**src/rtl/core/ist_pkg.sv**
```systemverilog
`timescale 1ns / 1ps
// ----------------------------------------------------------------------------
// ist_pkg
// Shared types and constants for the interval set table.
// ----------------------------------------------------------------------------
package ist_pkg;

    localparam int DEF_MAX_INTERVALS = 64;
    localparam int DEF_EDGE_BITS     = 40;
    localparam int FIELD_BITS        = 40;
    localparam int COUNT_BITS        = 7;

    typedef enum logic [3:0] {
        OP_ADD      = 4'd0,
        OP_SUBTRACT = 4'd1,
        OP_POINT    = 4'd2,
        OP_CONTAIN  = 4'd3,
        OP_OVERLAP  = 4'd4,
        OP_TOTAL    = 4'd5,
        OP_WIDER    = 4'd6,
        OP_PRUNE    = 4'd7,
        OP_CLEAR    = 4'd8
    } op_t;

    typedef enum logic [1:0] {
        STAT_OK    = 2'd0,
        STAT_FULL  = 2'd1,
        STAT_ORDER = 2'd2
    } stat_t;

    typedef enum logic [1:0] {
        FSM_IDLE,
        FSM_RUN,
        FSM_DONE
    } fsm_t;

    // chain control: pop shifts every cell toward the head, push loads the selected cell in place of the pop
    typedef struct packed {
        logic pop;
        logic push;
    } ist_ctl_t;

    typedef struct packed {
        logic [3:0]            operation;
        logic [FIELD_BITS-1:0] range_low;
        logic [FIELD_BITS-1:0] range_high;
        logic [FIELD_BITS-1:0] min_width;
    } ist_req_t;

    typedef struct packed {
        logic                  hit;
        logic [FIELD_BITS-1:0] measure;
        logic [COUNT_BITS-1:0] entry_count;
        logic [FIELD_BITS-1:0] lowest_edge;
        logic [FIELD_BITS-1:0] highest_edge;
        logic [1:0]            status;
    } ist_res_t;

endpackage

```
**src/rtl/core/ist_ctrl.sv**
```systemverilog
`timescale 1ns / 1ps
// ----------------------------------------------------------------------------
// ist_ctrl
// Sequencer: pops entries off the chain head, applies the operation and
// pushes the surviving or new intervals back at the tail.
// ----------------------------------------------------------------------------
module ist_ctrl #(
    parameter int MAX_INTERVALS = ist_pkg::DEF_MAX_INTERVALS,
    parameter int EDGE_BITS     = ist_pkg::DEF_EDGE_BITS,
    localparam int CW           = $clog2(MAX_INTERVALS + 1),
    localparam int IW           = (MAX_INTERVALS > 1) ? $clog2(MAX_INTERVALS) : 1
) (
    input  logic                 clk,
    input  logic                 rst_n,
    input  logic                 start,
    input  ist_pkg::ist_req_t    request,
    output logic                 busy,
    output logic                 done,
    output ist_pkg::ist_res_t    result,
    input  logic [EDGE_BITS-1:0] head_low,
    input  logic [EDGE_BITS-1:0] head_high,
    output ist_pkg::ist_ctl_t    ctl,
    output logic [IW-1:0]        push_idx,
    output logic [EDGE_BITS-1:0] push_low,
    output logic [EDGE_BITS-1:0] push_high
);
    import ist_pkg::*;

    typedef logic [EDGE_BITS-1:0] edge_t;

    fsm_t             state_reg, state_next;
    op_t              op_reg, op_next;
    edge_t            lo_reg, lo_next, hi_reg, hi_next, lim_reg, lim_next;
    logic [CW-1:0]    fill_reg, fill_next, remain_reg, remain_next;
    logic             full_reg, full_next;
    logic             pend_reg, pend_next;
    edge_t            pend_low_reg, pend_low_next, pend_high_reg, pend_high_next;
    logic             merging_reg, merging_next, placed_reg, placed_next;
    edge_t            acc_low_reg, acc_low_next, acc_high_reg, acc_high_next;
    edge_t            sum_reg, sum_next;
    logic             hit_reg, hit_next, found_reg, found_next;
    stat_t            stat_reg, stat_next;
    logic             first_reg, first_next;
    edge_t            lowest_reg, lowest_next, highest_reg, highest_next;

    edge_t            lo_in, hi_in, el, eh, ov_a, ov_b, width;
    op_t              op_in;
    logic             pop, push;

    always_ff @(posedge clk or negedge rst_n)
    begin
        if (!rst_n)
        begin
            state_reg <= FSM_IDLE;
            fill_reg  <= '0;
            pend_reg  <= 1'b0;
        end
        else
        begin
            state_reg <= state_next;
            fill_reg  <= fill_next;
            pend_reg  <= pend_next;
        end
    end

    always_ff @(posedge clk)
    begin
        op_reg        <= op_next;
        lo_reg        <= lo_next;
        hi_reg        <= hi_next;
        lim_reg       <= lim_next;
        remain_reg    <= remain_next;
        full_reg      <= full_next;
        pend_low_reg  <= pend_low_next;
        pend_high_reg <= pend_high_next;
        merging_reg   <= merging_next;
        placed_reg    <= placed_next;
        acc_low_reg   <= acc_low_next;
        acc_high_reg  <= acc_high_next;
        sum_reg       <= sum_next;
        hit_reg       <= hit_next;
        found_reg     <= found_next;
        stat_reg      <= stat_next;
        first_reg     <= first_next;
        lowest_reg    <= lowest_next;
        highest_reg   <= highest_next;
    end

    assign lo_in = EDGE_BITS'(request.range_low);
    assign hi_in = EDGE_BITS'(request.range_high);
    assign op_in = op_t'(request.operation);
    assign el    = head_low;
    assign eh    = head_high;
    assign width = eh - el;
    assign ov_a  = (el > lo_reg) ? el : lo_reg;
    assign ov_b  = (eh < hi_reg) ? eh : hi_reg;

    always_comb
    begin
        state_next     = state_reg;
        op_next        = op_reg;
        lo_next        = lo_reg;
        hi_next        = hi_reg;
        lim_next       = lim_reg;
        fill_next      = fill_reg;
        remain_next    = remain_reg;
        full_next      = full_reg;
        pend_next      = pend_reg;
        pend_low_next  = pend_low_reg;
        pend_high_next = pend_high_reg;
        merging_next   = merging_reg;
        placed_next    = placed_reg;
        acc_low_next   = acc_low_reg;
        acc_high_next  = acc_high_reg;
        sum_next       = sum_reg;
        hit_next       = hit_reg;
        found_next     = found_reg;
        stat_next      = stat_reg;
        first_next     = first_reg;
        lowest_next    = lowest_reg;
        highest_next   = highest_reg;
        pop            = 1'b0;
        push           = 1'b0;
        push_low       = el;
        push_high      = eh;

        unique case (state_reg)
            FSM_IDLE:
            begin
                if (start)
                begin
                    op_next      = op_in;
                    lo_next      = lo_in;
                    hi_next      = hi_in;
                    lim_next     = EDGE_BITS'(request.min_width);
                    sum_next     = '0;
                    hit_next     = 1'b0;
                    found_next   = 1'b0;
                    stat_next    = STAT_OK;
                    merging_next = 1'b0;
                    placed_next  = 1'b0;
                    first_next   = 1'b0;
                    remain_next  = fill_reg;
                    full_next    = (fill_reg == CW'(MAX_INTERVALS));
                    state_next   = FSM_DONE;
                    if ((op_in == OP_ADD || op_in == OP_SUBTRACT || op_in == OP_CONTAIN ||
                         op_in == OP_OVERLAP) && lo_in > hi_in)
                        stat_next = STAT_ORDER;
                    else
                    begin
                        case (op_in)
                            OP_CLEAR: fill_next = '0;
                            OP_ADD, OP_SUBTRACT, OP_POINT, OP_CONTAIN, OP_OVERLAP,
                            OP_TOTAL, OP_WIDER, OP_PRUNE: state_next = FSM_RUN;
                            default: ;
                        endcase
                    end
                end
            end

            FSM_RUN:
            begin
                if (pend_reg)
                begin
                    push      = 1'b1;
                    push_low  = pend_low_reg;
                    push_high = pend_high_reg;
                    pend_next = 1'b0;
                end
                else if (remain_reg != '0)
                begin
                    pop         = 1'b1;
                    remain_next = remain_reg - CW'(1);
                    case (op_reg)
                        OP_ADD:
                        begin
                            if (placed_reg)
                                push = 1'b1;
                            else if (merging_reg)
                            begin
                                if (el <= hi_reg)
                                    acc_high_next = (eh > acc_high_reg) ? eh : acc_high_reg;
                                else
                                begin
                                    // merged run ends: emit it, then this entry
                                    push           = 1'b1;
                                    push_low       = acc_low_reg;
                                    push_high      = acc_high_reg;
                                    pend_next      = 1'b1;
                                    pend_low_next  = el;
                                    pend_high_next = eh;
                                    merging_next   = 1'b0;
                                    placed_next    = 1'b1;
                                end
                            end
                            else if (eh < lo_reg)
                                push = 1'b1;
                            else if (el <= hi_reg)
                            begin
                                merging_next  = 1'b1;
                                acc_low_next  = (el < lo_reg) ? el : lo_reg;
                                acc_high_next = (eh > hi_reg) ? eh : hi_reg;
                            end
                            else
                            begin
                                placed_next = 1'b1;
                                push        = 1'b1;
                                if (full_reg)
                                    stat_next = STAT_FULL;
                                else
                                begin
                                    // insert ahead of this entry
                                    push_low       = lo_reg;
                                    push_high      = hi_reg;
                                    pend_next      = 1'b1;
                                    pend_low_next  = el;
                                    pend_high_next = eh;
                                end
                            end
                        end
                        OP_SUBTRACT:
                        begin
                            if (el > hi_reg || eh < lo_reg)
                                push = 1'b1;
                            else if (el < lo_reg && hi_reg < eh && lo_reg == hi_reg)
                                push = 1'b1;
                            else if (el < lo_reg && hi_reg < eh && full_reg)
                            begin
                                push      = 1'b1;
                                stat_next = STAT_FULL;
                            end
                            else if (el < lo_reg)
                            begin
                                push      = 1'b1;
                                push_high = lo_reg;
                                if (hi_reg < eh)
                                begin
                                    pend_next      = 1'b1;
                                    pend_low_next  = hi_reg;
                                    pend_high_next = eh;
                                end
                            end
                            else if (hi_reg < eh)
                            begin
                                push     = 1'b1;
                                push_low = hi_reg;
                            end
                        end
                        OP_POINT:
                        begin
                            push = 1'b1;
                            if (lo_reg >= el && lo_reg <= eh)
                                hit_next = 1'b1;
                        end
                        OP_CONTAIN:
                        begin
                            push = 1'b1;
                            if (!found_reg && lo_reg >= el && lo_reg <= eh)
                            begin
                                found_next = 1'b1;
                                hit_next   = (hi_reg <= eh);
                            end
                        end
                        OP_OVERLAP:
                        begin
                            push = 1'b1;
                            if (ov_b >= ov_a)
                                sum_next = sum_reg + (ov_b - ov_a);
                        end
                        OP_TOTAL:
                        begin
                            push     = 1'b1;
                            sum_next = sum_reg + width;
                        end
                        OP_WIDER:
                        begin
                            push = 1'b1;
                            if (width > lim_reg)
                            begin
                                sum_next = sum_reg + width;
                                hit_next = 1'b1;
                            end
                        end
                        OP_PRUNE:
                            push = (width >= lim_reg);
                        default:
                            push = 1'b1;
                    endcase
                end
                else
                begin
                    state_next = FSM_DONE;
                    if (op_reg == OP_ADD)
                    begin
                        if (merging_reg)
                        begin
                            push      = 1'b1;
                            push_low  = acc_low_reg;
                            push_high = acc_high_reg;
                        end
                        else if (!placed_reg)
                        begin
                            if (full_reg)
                                stat_next = STAT_FULL;
                            else
                            begin
                                push      = 1'b1;
                                push_low  = lo_reg;
                                push_high = hi_reg;
                            end
                        end
                    end
                end
            end

            FSM_DONE:
                state_next = FSM_IDLE;

            default:
                state_next = FSM_IDLE;
        endcase

        if (push)
        begin
            if (!first_reg)
                lowest_next = push_low;
            first_next   = 1'b1;
            highest_next = push_high;
        end
        if (state_reg == FSM_RUN)
            fill_next = fill_reg + CW'(push) - CW'(pop);
    end

    assign ctl.pop  = pop;
    assign ctl.push = push;
    assign push_idx = IW'(fill_reg - CW'(pop));

    assign busy = (state_reg != FSM_IDLE);
    assign done = (state_reg == FSM_DONE);

    assign result.hit          = hit_reg;
    assign result.measure      = FIELD_BITS'(sum_reg);
    assign result.entry_count  = COUNT_BITS'(fill_reg);
    assign result.lowest_edge  = (fill_reg != '0) ? FIELD_BITS'(lowest_reg) : '0;
    assign result.highest_edge = (fill_reg != '0) ? FIELD_BITS'(highest_reg) : '0;
    assign result.status       = stat_reg;

endmodule

```
**config.mk**
```make
export PLATFORM = sky130hd
export DESIGN_NAME = ist_ctrl
export DESIGN_NICKNAME = d
export VERILOG_FILES = /design/src/rtl/core/ist_pkg.sv /design/src/rtl/core/ist_ctrl.sv
export SDC_FILE = /design/constraint.sdc
export NUM_CORES = 2
export LEC_CHECK = 0
export BUFFER_PORTS_ARGS = -buffer_cell sky130_fd_sc_hd__buf_4
export CAP_MARGIN = 20
export CELL_PAD_IN_SITES_DETAIL_PLACEMENT = 1
export CELL_PAD_IN_SITES_GLOBAL_PLACEMENT = 1
export CORE_ASPECT_RATIO = 1.2
export CORE_MARGIN = 2
export CORE_UTILIZATION = 46
export CTS_CLUSTER_DIAMETER = 30
export DETAILED_ROUTE_END_ITERATION = 16
export PLACE_DENSITY = 0.85
export SKIP_LAST_GASP = 1
export SLEW_MARGIN = 15
export SYNTH_ARGS = -nofsm -noshare
export SYNTH_HDL_FRONTEND = slang
export SYNTH_SLANG_ARGS = --single-unit
```
**constraint.sdc**
```tcl
create_clock -name clk -period 9.6 [get_ports clk]
set_input_delay 0.48 -clock clk [delete_from_list [all_inputs] [get_ports clk]]
set_output_delay 0.48 -clock clk [all_outputs]
set_load 0.05 [all_outputs]
```
==> results_dict.tcl <==
set metrics [dict create \
    status "finished clean" \
    slew_violations 0 \
    grt_pass1_wl_um 282000 \
    syn_inst 4616 \
    synthSimpleGateAreaFrac_pct 12.6 \
    hp-class "in -> reg" \
    ant_nets 0 \
    r2r_slack_ns 1.26 \
    cts_buffers 112 \
    final_common_cell "buf_4" \
    setup_viol 0 \
    wire_per_inst_um 30.4 \
    synth_compound_area_share_pct 26.2 \
    gp_congestion 1.00 \
    drc_errors 0 \
    place_area_um2 44300 \
    numPortBuffers 426 \
    syn_avg_cell_area_um2 8.64 \
    start_util_pct 46.3 \
    synth_top_area_cell "edfxtp_1" \
    synthTopCellsByArea "edfxtp_1 31%, ha_1 14%, a21oi_1 5.2%" \
    coreArea_um2 86100 \
    finalSetupTns_ns 0 \
    antenna_found_initial 23 \
    crit_fanout 7 \
    arrival_ns 9.15 \
    ir_drop_uv 263 \
    crit_type "in -> reg" \
    dr.first_iter.drc_count 5340 \
    cp_slowest_cell "dlygate4sd3_1" \
    drt_wl_total_um 193000 \
    syn_to_final_growth_pct 24.7 \
    synth_xor_area_share_pct 3.38 \
    synthFlopType "edfxtp_1" \
    synth_top_family_by_area "compound AO/OA/AOI/OAI gates" \
    overflow 0 \
    synth_edf_count 418 \
    max-cap-violations 0 \
    drive_gt1_share_pct 15.8 \
    synth_cell_types 77 \
    cts_buffer_depth 3 \
    track_usage_pct 42.2 \
    grt_max_degree 84 \
    cts.sinks 429 \
    synth-adder-area-share_pct 16.3 \
    min_period_ns 8.54 \
    vias 42400 \
    drt-pass1-iter-count 6 \
    path_clk_slew_ns 0.05 \
    dpl.hpwl_um 135000 \
    worst_hold_slack_ns 0.0378 \
    max_stage_delay_ns 0.54 \
    fin_skew_ns 0.0432 \
    end_kind "flip-flop" \
    ys_seq_elements 429 \
    hold_viol_final 0 \
    die_w_um 273 \
    row_count 118 \
    clock_latency_ns 0.71 \
    htree_levels 3 \
    synth_nets 5318 \
    async_flop_share_pct 2.33 \
    seq_area_frac_synth_pct 32.2 \
    finalNetCount 5804 \
    clock.fmax_mhz 117 \
    power_density_nw_per_um2 353 \
    cp.required_ns 10.21 \
    p_leak_uw 0.0224 \
    cts_root_buf "clkbuf_16" \
    cts_tree "yes" \
    top_level_ports 427 \
    dieHeight_um 327 \
    finalCritPeriodShare_pct 89.0 \
    rsz0062_at_grt "false" \
    cts_resized 0 \
    layout_common_cells "522 x buf_4, 506 x inv_1, 453 x ha_1" \
    die_area_um2 89100 \
    stdcell_area_um2 49700 \
    synth.top_cell.area_share_pct 31.5 \
    slew_headroom_pct 20.6 \
    vias_per_cell 6.66 \
    synth.area.mux_share_pct 1.78 \
    worstMarginPinSlew_ns 1.18 \
    cpMostUsedCell "nor2_1" \
    yosys_warnings 0 \
    worst_setup_path_start_kind "input port" \
    grt_pass1_vias 43400 \
    synthesis.area_um2 39900 \
]
## Yosys cell counts, types with 10 or more instances
cell,number
a211o_1,29
a21o_1,229
o21a_1,38
a221oi_1,46
nor3_1,50
ha_1,453
mux2i_1,26
dfrtp_1,10
xor2_1,69
o21ai_1,22
a2bb2oi_1,20
mux2_2,40
a31o_2,14
fa_1,42
buf_2,12
a2111oi_0,28
inv_1,509
a221o_1,22
xnor2_1,82
nand4_1,81
a22oi_1,24
a22o_1,25
o31a_1,21
buf_1,30
nor2b_1,120
clkbuf_1,224
a211oi_1,29
o211ai_1,19
o22ai_1,33
nand2_1,314
o32ai_1,21
edfxtp_1,418
o31ai_1,52
and3_1,38
nand2b_1,26
nand3_1,44
nor2_1,336
nor4_1,28
o211a_1,13
a21oi_1,415
o21bai_1,28
o21ai_0,389
o221ai_1,41
a31oi_1,23
## power by group
part	switching, uW	internal, uW
Clock	1360	2800
Sequential	450	2670
Combinational	6830	3460
## worst max-delay path, delay by kind of cell
kind	cells	cell delay (ns)
simple gates	10	1.81
buf+inv	7	1.20
xor+xnor	2	0.27
fa+ha+maj	6	1.76
compound gates	15	3.61
## per-layer routing
layer / vias to the layer above / wire length, um / track usage, %
met3: 773 / 22600 / 11.0
met5: - / 90 / 0
met2: 2912 / 84500 / 64.4
met4: 12 / 14400 / 28.1
met1: 20800 / 71700 / 52.4
li1: 17900 / - / -
## final timing paths
| kind | start | endpoint | depth (start not counted) |
|---|---|---|---|
| max reg2reg | hi_reg[1]$_DFFE_PP_ | sum_reg[39]$_SDFFCE_PN0P_ | 26 |
| max in group asynchronous | rst_n | pend_reg$_DFFE_PN0P_ | 2 |
| max | head_high[0] | fill_reg[6]$_DFFE_PN0P_ | 40 |
| min in group asynchronous | rst_n | state_reg[0]$_DFFE_PN0P_ | 2 |
| min reg2reg | first_reg$_SDFFE_PP1P_ | first_reg$_SDFFE_PP1P_ | 2 |
| min | head_high[12] | pend_high_reg[12]$_DFFE_PP_ | 1 |
## metrics by stage
step	worst slack, ns	util [%]	instances	power (uW)
2_1_floorplan	2.10	-	4616	9810
3_3_place_gp	1.38	51.5	6005	12700
3_5_place_dp	1.07	51.5	6005	12900
4_1_cts	1.19	57.7	6341	17200
5_1_grt	0.501	57.8	6356	18400
6_report	1.06	57.8	6364	17600
## timing repair
item,in CTS,in global routing
hold buffers,123,0
setup buffers,0,0
endpoints found under the hold margin,132,0
## logic make-up after synthesis
group,Yosys count
fa+ha+maj,495
flops,429
mux,66
simple gates,1075
compound gates,1615
buf+inv,784
xor+xnor,152
## final cells by class
| type | count | area, um^2 |
|---|---|---|
| diodes | 23 | 57.6 |
| clock buffers | 119 | 2870 |
| clock inverters | 94 | 1240 |
| fillers | 10000 | 36300 |
| inverters | 510 | 1920 |
| multi-input cells | 3403 | 24200 |
| flip-flops and latches | 429 | 12800 |
| well taps | 1140 | 1430 |
| repair buffers | 646 | 5170 |
No activity file was read; power rests on OpenSTA's default activity.
