==> src/rtl/core/ist_pkg.sv <==
`timescale 1ns / 1ps
// ----------------------------------------------------------------------------
// ist_pkg
// Shared types and constants for the interval set table.
// ----------------------------------------------------------------------------
package ist_pkg;

    localparam int DEF_MAX_INTERVALS = 64;
    localparam int DEF_EDGE_BITS     = 40;
    localparam int FIELD_BITS        = 40;
    localparam int COUNT_BITS        = 7;

    typedef enum logic [3:0] {
        OP_ADD      = 4'd0,
        OP_SUBTRACT = 4'd1,
        OP_POINT    = 4'd2,
        OP_CONTAIN  = 4'd3,
        OP_OVERLAP  = 4'd4,
        OP_TOTAL    = 4'd5,
        OP_WIDER    = 4'd6,
        OP_PRUNE    = 4'd7,
        OP_CLEAR    = 4'd8
    } op_t;

    typedef enum logic [1:0] {
        STAT_OK    = 2'd0,
        STAT_FULL  = 2'd1,
        STAT_ORDER = 2'd2
    } stat_t;

    typedef enum logic [1:0] {
        FSM_IDLE,
        FSM_RUN,
        FSM_DONE
    } fsm_t;

    // chain control: pop shifts every cell toward the head, push loads the selected cell in place of the pop
    typedef struct packed {
        logic pop;
        logic push;
    } ist_ctl_t;

    typedef struct packed {
        logic [3:0]            operation;
        logic [FIELD_BITS-1:0] range_low;
        logic [FIELD_BITS-1:0] range_high;
        logic [FIELD_BITS-1:0] min_width;
    } ist_req_t;

    typedef struct packed {
        logic                  hit;
        logic [FIELD_BITS-1:0] measure;
        logic [COUNT_BITS-1:0] entry_count;
        logic [FIELD_BITS-1:0] lowest_edge;
        logic [FIELD_BITS-1:0] highest_edge;
        logic [1:0]            status;
    } ist_res_t;

endpackage

==> src/rtl/core/ist_cell.sv <==
`timescale 1ns / 1ps
// ----------------------------------------------------------------------------
// ist_cell
// One slot of the interval chain: loads a pushed interval or takes its
// upper neighbor's interval on a pop.
// ----------------------------------------------------------------------------
module ist_cell #(
    parameter int EDGE_BITS = ist_pkg::DEF_EDGE_BITS
) (
    input  logic                 clk,
    input  ist_pkg::ist_ctl_t    ctl,
    input  logic                 sel,
    input  logic [EDGE_BITS-1:0] nb_low,
    input  logic [EDGE_BITS-1:0] nb_high,
    input  logic [EDGE_BITS-1:0] ld_low,
    input  logic [EDGE_BITS-1:0] ld_high,
    output logic [EDGE_BITS-1:0] low,
    output logic [EDGE_BITS-1:0] high
);
    import ist_pkg::*;

    logic [EDGE_BITS-1:0] low_reg;
    logic [EDGE_BITS-1:0] high_reg;

    always_ff @(posedge clk)
    begin
        if (ctl.push && sel)
        begin
            low_reg  <= ld_low;
            high_reg <= ld_high;
        end
        else if (ctl.pop)
        begin
            low_reg  <= nb_low;
            high_reg <= nb_high;
        end
    end

    assign low  = low_reg;
    assign high = high_reg;

endmodule

==> config.mk <==
export PLATFORM = sky130hd
export DESIGN_NAME = ist_cell
export DESIGN_NICKNAME = d
export VERILOG_FILES = /design/src/rtl/core/ist_pkg.sv /design/src/rtl/core/ist_cell.sv
export SDC_FILE = /design/constraint.sdc
export NUM_CORES = 1
export LEC_CHECK = 0
export ABC_CLOCK_PERIOD_IN_PS = 4000
export BUFFER_PORTS_ARGS = -buffer_cell sky130_fd_sc_hd__buf_4
export CAP_MARGIN = 30
export CORE_MARGIN = 4
export CORE_UTILIZATION = 37
export DETAILED_ROUTE_END_ITERATION = 6
export PLACE_DENSITY_LB_ADDON = 0.3
export SETUP_SLACK_MARGIN = 0.3
export SYNTH_ARGS = -nofsm -noshare
export SYNTH_HDL_FRONTEND = slang
export SYNTH_SLANG_ARGS = --single-unit
==> constraint.sdc <==
create_clock -name clk -period 4 [get_ports clk]
set_input_delay 0.4 -clock clk [delete_from_list [all_inputs] [get_ports clk]]
set_output_delay 0.4 -clock clk [all_outputs]
set_load 0.02 [all_outputs]
==> load_flow_metrics.sql, run 1 <==
INSERT INTO impl_metrics (metric_group, metric, value, unit) VALUES
('power_and_ir_drop', 'netSwitchingFraction', '25.0', '%'),
('yosys', 'post_synth_inst_count', '170', ''),
('power_and_ir_drop', 'p_comb_share', '22.9', '%'),
('drt', 'met1_length', '3410', 'um'),
('run_status', 'run_status', 'complete, no violations', ''),
('sta', 'max_freq', '549', 'MHz'),
('clocking', 'root_buffer', 'sky130_fd_sc_hd__clkbuf_8', ''),
('sta', 'slew_headroom', '58.4', '%'),
('clocking', 'htree_levels', '3', ''),
('worst_setup_path', 'worstPathArrival', '1920', 'ps'),
('worst_setup_path', 'critical_path.max_stage_delay', '510', 'ps'),
('drt', 'drtAntennaViolNets', '0', ''),
('power_and_ir_drop', 'p_switching', '0.554', 'mW'),
('worst_setup_path', 'critical_path.top_delay_family', 'buffers and inverters', ''),
('sta', 'setup_violations', '0', ''),
('clocking', 'clock_slew_at_the_register_clock_pins_of_the_worst_setup_and_hold_paths', '80', 'ps'),
('drt', 'routed_wirelength', '9900', 'um'),
('die', 'floorplan.rows', '34', ''),
('layout', 'fin_nets', '582', ''),
('placement', 'buffer_ports.inserted', '243', ''),
('layout', 'area_delta_synth_final', '62.1', '%'),
('drt', 'top_signal_layer_used', 'met4', ''),
('worst_setup_path', 'crit_path_cell_trace', 'buf_4 -> nand2_4 -> buf_4 -> mux2_2', ''),
('die', 'dieArea', '10800', 'sq um'),
('worst_setup_path', 'critical_path_peak_fanout', '48', ''),
('die', 'num_io_pins', '244', ''),
('drt', 'detailroute.wirelength.met3', '692', 'um'),
('drt', 'remaining_drc_errors', '0', ''),
('worst_setup_path', 'crit_type', 'in2reg', ''),
('power_and_ir_drop', 'sequentialPowerShare', '48.0', '%'),
('sta', 'worst_slew_pin_slew', '624', 'ps'),
('power_and_ir_drop', 'fin_total_pwr', '2.21', 'mW'),
('die', 'y_dimension_of_the_die', '104', 'um'),
('power_and_ir_drop', 'cell_internal_pwr', '1.66', 'mW'),
('global_route', 'antenna_violations_before_repair', '0', ''),
('global_route', 'grt_max_degree', '49', ''),
('power_and_ir_drop', 'cellPowerDensity', '400', 'nW/um^2'),
('global_route', 'groute.usage.overall', '17.8', '%'),
('worst_setup_path', 'cp_data_required_time', '4090', 'ps'),
('die', 'initial_utilization', '38.6', '%'),
('sta', 'final.setup.tns', '0', 'ps'),
('yosys', 'synth_cell_type_count', '7', ''),
('sta', 'setup_repair_after_global_routing_missed_its_margin', 'no', ''),
('layout', 'fin_area', '5540', 'sq um'),
('layout', 'post_route_non_filler_standard_cell_count', '531', ''),
('placement', 'dp.cells', '515', ''),
('power_and_ir_drop', 'vdd_drop_max', '0.000232', 'V'),
('die', 'floorplan.die.width', '104', 'um'),
('placement', 'detailed_place.area', '5320', 'sq um'),
('global_route', 'first_pass_grt_wire_length', '14500', 'um'),
('worst_setup_path', 'path_buf_inv', '2', ''),
('layout', 'drive_above_1_share', '79.4', '%'),
('drt', 'wl_met2', '5610', 'um'),
('sta', 'finalCriticalPeriod', '1820', 'ps'),
('worst_setup_path', 'crit_path_end_kind', 'flop', ''),
('placement', 'place_congestion', '0.748', ''),
('drt', 'drt-initial-drc-count', '80', ''),
('yosys', 'synth_nets', '334', ''),
('yosys', 'seq_area_frac_synth', '70.3', '%'),
('global_route', 'via_count_of_the_first_global_routing_pass', '2487', ''),
('clocking', 'cts.repair_timing.setup_buffer_count', '0', ''),
('power_and_ir_drop', 'cellLeakagePower', '2.43', 'nW'),
('sta', 'hold_violations', '0', ''),
('worst_hold_path', 'min-delay-path-class', 'in2reg', ''),
('layout', 'most_common_cell_after_layout_fill_and_taps_aside', 'sky130_fd_sc_hd__buf_4', ''),
('drt', 'drtPass1Iterations', '4', ''),
('drt', 'detailroute.via_count', '2438', ''),
('worst_setup_path', 'timing.critical_path.slowest_stage_cell', 'sky130_fd_sc_hd__buf_4', ''),
('worst_setup_path', 'critical-path-top-cell-by-count', 'sky130_fd_sc_hd__buf_4', ''),
('flow_run', 'maxCapViolations', '0', ''),
('drt', 'drt-vias-per-instance', '4.59', '');
-- worst paths after layout --
check / start / to / slack (ps) / depth (start not counted)
hold / removal: ld_low[29] / low[29]$_DFFE_PP_ / 340 / 2
setup / recovery: ctl[0] / low[22]$_DFFE_PP_ / 2180 / 4
-- power by group through the flow --
stage / sequential (mW) / combinational (mW) / clock [mW]
floorplan: 1.21 / 0.0995 / 0
global placement: 1.08 / 0.504 / 0
detailed placement: 1.08 / 0.513 / 0
CTS: 1.06 / 0.514 / 0.665
global route: 1.07 / 0.533 / 0.702
finish: 1.06 / 0.507 / 0.645
-- cell families (layout without fill, tap and decap cells) --
family | Yosys count | after routing | share of synthesized area [%]
flip-flops | 80 | 80 | 70.3
multiplexers | 80 | 80 | 26.4
buffers and inverters | 8 | 261 | 2.78
AND/OR/NAND/NOR | 2 | 2 | 0.513
-- through the flow --
stage | util, % | setup slack [ps] | hold slack (ps)
floorplan | - | 1070 | 601
global placement | 59.8 | 1780 | 691
detailed placement | 60.1 | 1800 | 688
CTS | 62.6 | 2180 | 317
global route | 62.6 | 2110 | 315
finish | 62.6 | 2180 | 341
-- synth_stat cells, drive strengths merged --
| cell type | count | area [sq um] |
|---|---|---|
| edfxtp | 80 | 2400 |
| mux2 | 80 | 901 |
| buf | 6 | 67.6 |
| clkbuf | 2 | 27.5 |
| nand2 | 1 | 11.3 |
| nand2b | 1 | 6.26 |
-- routing by layer --
metal  up-vias  global-route usage (%)
li1       1165                       -
met1      1138                    18.4
met2       123                    33.5
met3        12                    6.21
met4         0                    5.79
met5         -                       0
-- layout make-up --
cell class / instances / area, sq um
Clock inverter: 6 / 93.8
Clock buffer: 10 / 128
Sequential cell: 80 / 2400
Fill cell: 684 / 3310
Timing Repair Buffer: 245 / 1850
Multi-Input combinational cell: 82 / 926
Tap cell: 108 / 135
No activity file was read; power rests on OpenSTA's default activity.
==> run 2, diff against run 1 <==
--- a/config.mk
+++ b/config.mk
@@ -5,7 +5,7 @@
 export SDC_FILE = /design/constraint.sdc
 export NUM_CORES = 1
 export LEC_CHECK = 0
-export ABC_CLOCK_PERIOD_IN_PS = 4000
+export ABC_CLOCK_PERIOD_IN_PS = 1500
 export BUFFER_PORTS_ARGS = -buffer_cell sky130_fd_sc_hd__buf_4
 export CAP_MARGIN = 30
 export CORE_MARGIN = 4
==> constraint.sdc (replaced) <==
create_clock -name clk -period 1.5 [get_ports clk]
set_input_delay 0.15 -clock clk [delete_from_list [all_inputs] [get_ports clk]]
set_output_delay 0.15 -clock clk [all_outputs]
set_load 0.02 [all_outputs]
==> run 2 against run 1 <==
- utilization up 0.69 points
- clock power rose to 2.6 times the previous value
- die area is the same
- critical path type is now reg2out
- largest cell class unchanged
==> load_flow_metrics.sql, run 2 (synthesized netlist as in run 1, its figures left out) <==
INSERT INTO impl_metrics (metric_group, metric, value, unit) VALUES
('run_status', 'run_status', 'complete, no violations', ''),
('power_and_ir_drop', 'p_comb_share', '23.4', '%'),
('power_and_ir_drop', 'sequentialPowerShare', '48.3', '%'),
('power_and_ir_drop', 'netSwitchingFraction', '24.9', '%'),
('worst_setup_path', 'timing.critical_path.slowest_stage_cell', 'sky130_fd_sc_hd__edfxtp_1', ''),
('worst_setup_path', 'cp_data_required_time', '1350', 'ps'),
('layout', 'most_common_cell_after_layout_fill_and_taps_aside', 'sky130_fd_sc_hd__buf_4', ''),
('drt', 'detailroute.via_count', '2498', ''),
('global_route', 'via_count_of_the_first_global_routing_pass', '2809', ''),
('sta', 'worst_slew_pin_slew', '223', 'ps'),
('placement', 'buffer_ports.inserted', '243', ''),
('die', 'floorplan.core_area', '8850', 'sq um'),
('clocking', 'cts.repair_timing.setup_buffer_count', '0', ''),
('global_route', 'grt_remaining_overflow', '0', ''),
('clocking', 'clock_slew_at_the_register_clock_pins_of_the_worst_setup_and_hold_paths', '80', 'ps'),
('die', 'floorplan.die.width', '104', 'um'),
('power_and_ir_drop', 'cellLeakagePower', '2.46', 'nW'),
('sta', 'hold_violations', '0', ''),
('worst_hold_path', 'min-delay-path-class', 'in2reg', ''),
('clocking', 'tritoncts.num_buffers', '9', ''),
('layout', 'num_antenna_cells', '0', ''),
('clocking', 'cts_hold_repair.buffers', '0', ''),
('drt', 'drtAntennaViolNets', '0', ''),
('worst_setup_path', 'critical_path.top_delay_family', 'flip-flops', ''),
('drt', 'drtPass1Iterations', '4', ''),
('worst_hold_path', 'timing.hold.worst.start', 'ld_low[36]', ''),
('global_route', 'groute.usage.overall', '18.1', '%'),
('global_route', 'antenna_violations_before_repair', '0', ''),
('sta', 'setup_violations', '0', ''),
('worst_setup_path', 'critical_path_peak_fanout', '1', ''),
('clocking', 'cts_sinks', '80', ''),
('worst_setup_path', 'path_buf_inv', '1', ''),
('sta', 'setup_repair_after_global_routing_missed_its_margin', 'no', ''),
('drt', 'routed_wirelength', '9860', 'um'),
('worst_hold_path', 'whs_endpoint', 'low[36]$_DFFE_PP_', ''),
('power_and_ir_drop', 'vdd_drop_max', '0.000585', 'V'),
('power_and_ir_drop', 'cell_internal_pwr', '4.40', 'mW'),
('layout', 'final_cell_mix', 'sky130_fd_sc_hd__buf_4 (246), sky130_fd_sc_hd__edfxtp_1 (80), sky130_fd_sc_hd__mux2_2 (74), sky130_fd_sc_hd__clkbuf_8 (9), sky130_fd_sc_hd__mux2_1 (6)', ''),
('power_and_ir_drop', 'p_switching', '1.46', 'mW'),
('worst_setup_path', 'crit_path_cell_trace', 'buf_4', ''),
('power_and_ir_drop', 'cellPowerDensity', '1050', 'nW/um^2'),
('placement', 'detailed_place.area', '5400', 'sq um'),
('clocking', 'clock_path_buffers', '2', ''),
('die', 'y_dimension_of_the_die', '104', 'um'),
('sta', 'final.setup.tns', '0', 'ps'),
('layout', 'drive_above_1_share', '78.9', '%'),
('worst_setup_path', 'crit_type', 'reg2out', ''),
('placement', 'place_congestion', '0.762', ''),
('drt', 'routedWlPerCell', '18.4', 'um'),
('drt', 'remaining_drc_errors', '0', ''),
('worst_hold_path', 'hold_path_depth', '2', ''),
('layout', 'area_delta_synth_final', '63.9', '%'),
('sta', 'slew_headroom', '85.1', '%'),
('layout', 'fin_area', '5600', 'sq um'),
('global_route', 'grt_max_degree', '32', ''),
('worst_setup_path', 'critPathLaunchType', 'flop', ''),
('die', 'initial_utilization', '38.6', '%'),
('sta', 'finalCriticalPeriod', '1070', 'ps'),
('placement', 'detailedPlacementHpwl', '7880', 'um'),
('worst_setup_path', 'crit_path_end_kind', 'output port', ''),
('worst_setup_path', 'worst_setup_path_startpoint', 'low[8]$_DFFE_PP_', ''),
('clocking', 'htree_levels', '3', ''),
('clocking', 'cts_tree', 'done', ''),
('layout', 'fillCellCount', '678', ''),
('clocking', 'root_buffer', 'sky130_fd_sc_hd__clkbuf_8', ''),
('layout', 'fin_nets', '587', ''),
('global_route', 'first_pass_grt_wire_length', '15100', 'um'),
('sta', 'max_freq', '933', 'MHz'),
('drt', 'drt-initial-drc-count', '65', ''),
('flow_run', 'maxCapViolations', '0', ''),
('power_and_ir_drop', 'power.clock.fraction', '28.3', '%'),
('drt', 'drt-vias-per-instance', '4.67', ''),
('die', 'num_io_pins', '244', ''),
('die', 'dieArea', '10800', 'sq um'),
('clocking', 'cts_resized', '0', ''),
('worst_setup_path', 'worstPathArrival', '920', 'ps'),
('sta', 'report.final.slew_viol_count', '0', ''),
('die', 'floorplan.rows', '34', ''),
('sta', 'fin_crit_sh', '71.5', '%'),
('worst_setup_path', 'critical_path.max_stage_delay', '400', 'ps');
## run 2: layout make-up
| type | count | area (sq um) | area share [%] |
|---|---|---|---|
| multi-input combinational | 82 | 935 | 16.7 |
| sequential | 80 | 2400 | 42.9 |
| clock inverter | 6 | 75.1 | 1.34 |
| tap | 108 | 135 | 2.41 |
| timing repair buffer | 250 | 1930 | 34.4 |
| clock buffer | 9 | 124 | 2.21 |
## run 2: metrics by stage
step / hold WS [ps] / setup slack [ps] / total power, mW / std cells / utilization (%)
global placement: 437 / 178 / 4.25 / 520 / 61.0
detailed placement: 439 / 143 / 4.28 / 520 / 61.0
global route: 78.6 / 389 / 6.11 / 535 / 63.3
floorplan: 351 / 175 / 3.48 / 170 / -
CTS: 66.9 / 407 / 5.94 / 535 / 63.3
finish: 90.9 / 428 / 5.87 / 535 / 63.3
## run 2: layer usage
metal  GRT usage [%]  vias to the layer above  wire length, um
li1                -                     1172                -
met4            8.07                        0              240
met5               0                        -                0
met2            32.0                      147             5220
met1            18.1                     1162             3360
met3            8.19                       17             1050
## run 2: power groups by stage
stage,registers [mW],clock network [mW],logic (mW)
final,2.83,1.66,1.38
after global placement,2.87,0,1.38
after detailed placement,2.88,0,1.40
after global routing,2.86,1.79,1.46
after CTS,2.84,1.70,1.40
after floorplan,3.21,0,0.271
## run 2: worst max-delay path by stage
stage | cells past startpoint | endpoint | slack (ps)
final | 1 | low[8] | 430
after global routing | 1 | low[8] | 390
after CTS | 1 | low[8] | 410
after detailed placement | 4 | high[36]$_DFFE_PP_ | 140
after global placement | 4 | high[28]$_DFFE_PP_ | 180
after floorplan | 3 | high[0]$_DFFE_PP_ | 170
==> run 3, diff against run 2 <==
--- a/config.mk
+++ b/config.mk
@@ -5,7 +5,8 @@
 export SDC_FILE = /design/constraint.sdc
 export NUM_CORES = 1
 export LEC_CHECK = 0
-export ABC_CLOCK_PERIOD_IN_PS = 1500
+export ABC_AREA = 1
+export ABC_CLOCK_PERIOD_IN_PS = 900
 export BUFFER_PORTS_ARGS = -buffer_cell sky130_fd_sc_hd__buf_4
 export CAP_MARGIN = 30
 export CORE_MARGIN = 4
==> constraint.sdc (replaced) <==
create_clock -name clk -period 0.9 [get_ports clk]
set_input_delay 0.09 -clock clk [delete_from_list [all_inputs] [get_ports clk]]
set_output_delay 0.09 -clock clk [all_outputs]
set_load 0.02 [all_outputs]
==> run 3 against run 2 <==
- die area increased by 6.5%
- clock-buffer cell count increased by 1
- utilization is 0.94 points higher
- critical endpoint is now low[24]
- sequential share of layout area decreased by 4.3 points
- the flow now finishes with violations (negative setup slack)
- sequential cell count unchanged
- first-iteration DRC count grew 140%
- combinational power up 100%
- final area is 11% higher
- area after synthesis up 7.0%
==> load_flow_metrics.sql, run 3 <==
INSERT INTO impl_metrics (metric_group, metric, value, unit) VALUES
('drt', 'drtAntennaViolNets', '0', ''),
('layout', 'drive_above_1_share', '45.8', '%'),
('drt', 'routed_wirelength', '11000', 'um'),
('run_status', 'run_status', 'finished with violations', ''),
('clocking', 'tritoncts.num_buffers', '9', ''),
('drt', 'drtPass1Iterations', '4', ''),
('yosys', 'postSynthRegisterBits', '80', ''),
('yosys', 'seq_area_frac_synth', '65.7', '%'),
('yosys', 'postSynth.asyncResetShare', '0', '%'),
('worst_setup_path', 'path_buf_inv', '1', ''),
('yosys', 'count_of_flip_flops_with_a_built_in_enable_after_synthesis', '80', ''),
('die', 'initial_utilization', '37.8', '%'),
('sta', 'max_freq', '1020', 'MHz'),
('layout', 'num_antenna_cells', '0', ''),
('yosys', 'post_synth_inst_count', '349', ''),
('placement', 'detailed_place.area', '5640', 'sq um'),
('clocking', 'cts_sinks', '80', ''),
('sta', 'report.final.slew_viol_count', '0', ''),
('layout', 'final_cell_mix', 'sky130_fd_sc_hd__buf_4 (162), sky130_fd_sc_hd__nand2_1 (160), sky130_fd_sc_hd__buf_6 (84), sky130_fd_sc_hd__nand3_1 (80), sky130_fd_sc_hd__edfxtp_1 (80)', ''),
('worst_hold_path', 'min-delay-path-class', 'in2reg', ''),
('sta', 'worst_slew_pin_slew', '279', 'ps'),
('worst_setup_path', 'crit_path_end_kind', 'output port', ''),
('drt', 'remaining_drc_errors', '0', ''),
('yosys', 'synth_area_leader_cell', 'sky130_fd_sc_hd__edfxtp_1', ''),
('global_route', 'via_count_of_the_first_global_routing_pass', '3285', ''),
('die', 'floorplan.die.width', '107', 'um'),
('yosys', 'synth_nets', '513', ''),
('yosys', 'synth.top_cell.area_share', '65.7', '%'),
('yosys', 'dominantRegCellSynth', 'sky130_fd_sc_hd__edfxtp_1', ''),
('worst_setup_path', 'critPathLaunchType', 'flop', ''),
('run_status', 'failed_checks', 'negative setup slack', ''),
('yosys', 'avgSynthCellArea', '10.5', 'sq um'),
('placement', 'dp_slack', '-72.1', 'ps'),
('placement', 'buffer_ports.inserted', '243', ''),
('sta', 'finalCriticalPeriod', '980', 'ps'),
('flow_run', 'maxCapViolations', '0', ''),
('clocking', 'cts_tree', 'done', ''),
('clocking', 'clock_path_buffers', '2', ''),
('layout', 'fillCellCount', '783', ''),
('layout', 'regArea', '2400', 'sq um'),
('power_and_ir_drop', 'cellLeakagePower', '3.00', 'nW'),
('drt', 'drt-vias-per-instance', '4.69', ''),
('yosys', 'cell_types_with_the_highest_counts_after_synthesis', 'sky130_fd_sc_hd__nand2_1 (161), sky130_fd_sc_hd__edfxtp_1 (80), sky130_fd_sc_hd__nand3_1 (80), sky130_fd_sc_hd__buf_4 (17), sky130_fd_sc_hd__buf_6 (8)', ''),
('global_route', 'grt_max_degree', '51', ''),
('sta', 'slew_headroom', '81.4', '%'),
('yosys', 'synth_cell_type_count', '8', ''),
('placement', 'detailedPlacementHpwl', '8270', 'um'),
('sta', 'final_setup_slack_of_the_worst_path', '-80.4', 'ps'),
('placement', 'place_congestion', '0.785', ''),
('global_route', 'first_pass_grt_wire_length', '15900', 'um'),
('power_and_ir_drop', 'fin_total_pwr', '10.4', 'mW'),
('layout', 'fin_nets', '755', ''),
('layout', 'most_common_cell_after_layout_fill_and_taps_aside', 'sky130_fd_sc_hd__buf_4', ''),
('sta', 'fin_crit_sh', '109', '%'),
('worst_setup_path', 'critical_path.top_delay_family', 'flip-flops', ''),
('sta', 'setup_violations', '80', ''),
('yosys', 'summed_instance_area_of_the_synthesized_netlist', '3660', 'sq um'),
('die', 'floorplan.core_area', '9680', 'sq um'),
('drt', 'detailroute.via_count', '3417', ''),
('worst_setup_path', 'critical_path_peak_fanout', '1', ''),
('layout', 'multiInputGateArea', '1040', 'sq um'),
('worst_setup_path', 'cp_data_required_time', '810', 'ps'),
('global_route', 'grt_remaining_overflow', '0', ''),
('worst_setup_path', 'critical_path.max_stage_delay', '400', 'ps'),
('drt', 'drt-initial-drc-count', '157', ''),
('power_and_ir_drop', 'cellPowerDensity', '1670', 'nW/um^2'),
('worst_setup_path', 'timing.critical_path.slowest_stage_cell', 'sky130_fd_sc_hd__edfxtp_1', ''),
('global_route', 'groute.usage.overall', '17.8', '%'),
('yosys', 'synthesis.yosys.warnings', '0', ''),
('clocking', 'root_buffer', 'sky130_fd_sc_hd__clkbuf_8', ''),
('sta', 'hold_violations', '0', ''),
('die', 'y_dimension_of_the_die', '107', 'um'),
('layout', 'area_delta_synth_final', '70.1', '%'),
('global_route', 'antenna_violations_before_repair', '0', ''),
('drt', 'routedWlPerCell', '15.1', 'um'),
('die', 'floorplan.rows', '36', ''),
('sta', 'setup_repair_after_global_routing_missed_its_margin', 'yes', ''),
('worst_setup_path', 'crit_type', 'reg2out', ''),
('worst_setup_path', 'worstPathArrival', '890', 'ps'),
('yosys', 'post-synth-top-count-cell', 'sky130_fd_sc_hd__nand2_1', ''),
('clocking', 'htree_levels', '3', ''),
('die', 'num_io_pins', '244', ''),
('die', 'dieArea', '11500', 'sq um'),
('yosys', 'area_contributors_post_synth', 'sky130_fd_sc_hd__edfxtp_1 (66%), sky130_fd_sc_hd__nand2_1 (17%), sky130_fd_sc_hd__nand3_1 (11%)', ''),
('worst_setup_path', 'crit_path_cell_trace', 'buf_6', ''),
('layout', 'fin_area', '6220', 'sq um'),
('clocking', 'clock_slew_at_the_register_clock_pins_of_the_worst_setup_and_hold_paths', '80', 'ps'),
('power_and_ir_drop', 'vdd_drop_max', '0.000782', 'V');
run 3: cell types whose count changed after synthesis, sizes merged:
cell and delta:
nand2 +161, mux2 -80, nand3 +80, buf +19, clkbuf -1, inv +1
nand2b -1
run 3: cell type report:
cell class | count | share of cell area, %
Timing Repair Buffer | 257 | 38.5
Clock inverter | 6 | 1.35
Inverter | 1 | 0.0604
Sequential cell | 80 | 38.6
Tap cell | 133 | 2.68
Clock buffer | 10 | 2.05
Multi-Input combinational cell | 242 | 16.7
run 3: what timing repair did:
action,in CTS,in global routing
gates cloned,0,2
gates resized for setup,78,6
setup endpoints to repair,80,99
hold endpoints to repair,27,6
setup buffers,0,0
pin swaps,0,1
run 3: logic make-up after synthesis:
| logic type | Yosys count | share of synthesized area, % |
|---|---|---|
| buffers and inverters | 27 | 6.26 |
| flip-flops | 80 | 65.7 |
| AND/OR/NAND/NOR | 242 | 28.0 |
run 3: layer usage:
metal,global-route usage [%],share of wire (%),up-vias
met4,7.84,2.8,0
met2,31.9,53,181
met5,0,0,-
met3,5.82,10,26
met1,19.0,34,1538
li1,-,-,1672
run 3: path summary, 6_finish.rpt:
path	from	to	slack, ps	cells past startpoint
max	low[24]$_DFFE_PP_	low[24]	-80	1
min	nb_high[38]	high[38]$_DFFE_PP_	10	3
run 3: through the flow:
stage          hold slack (ps)  setup TNS [ps]  cells  util (%)
3_5_place_dp               357           -4740    711      58.2
5_1_grt                  -7.94           -8740    729      64.2
4_1_cts                  -12.1           -6860    727      63.4
3_3_place_gp               355           -3790    711      58.2
6_report                  10.0           -4680    729      64.2
2_1_floorplan              269          -18020    349         -
run 3: where the power goes:
| part | internal [mW] | switching, mW | leakage (nW) | total, mW |
|---|---|---|---|---|
| clock | 1.55 | 1.26 | 0.0999 | 2.81 |
| combinational | 1.47 | 1.29 | 2.10 | 2.76 |
| sequential | 4.62 | 0.195 | 0.801 | 4.81 |
| total | 7.64 | 2.75 | 3.00 | 10.4 |
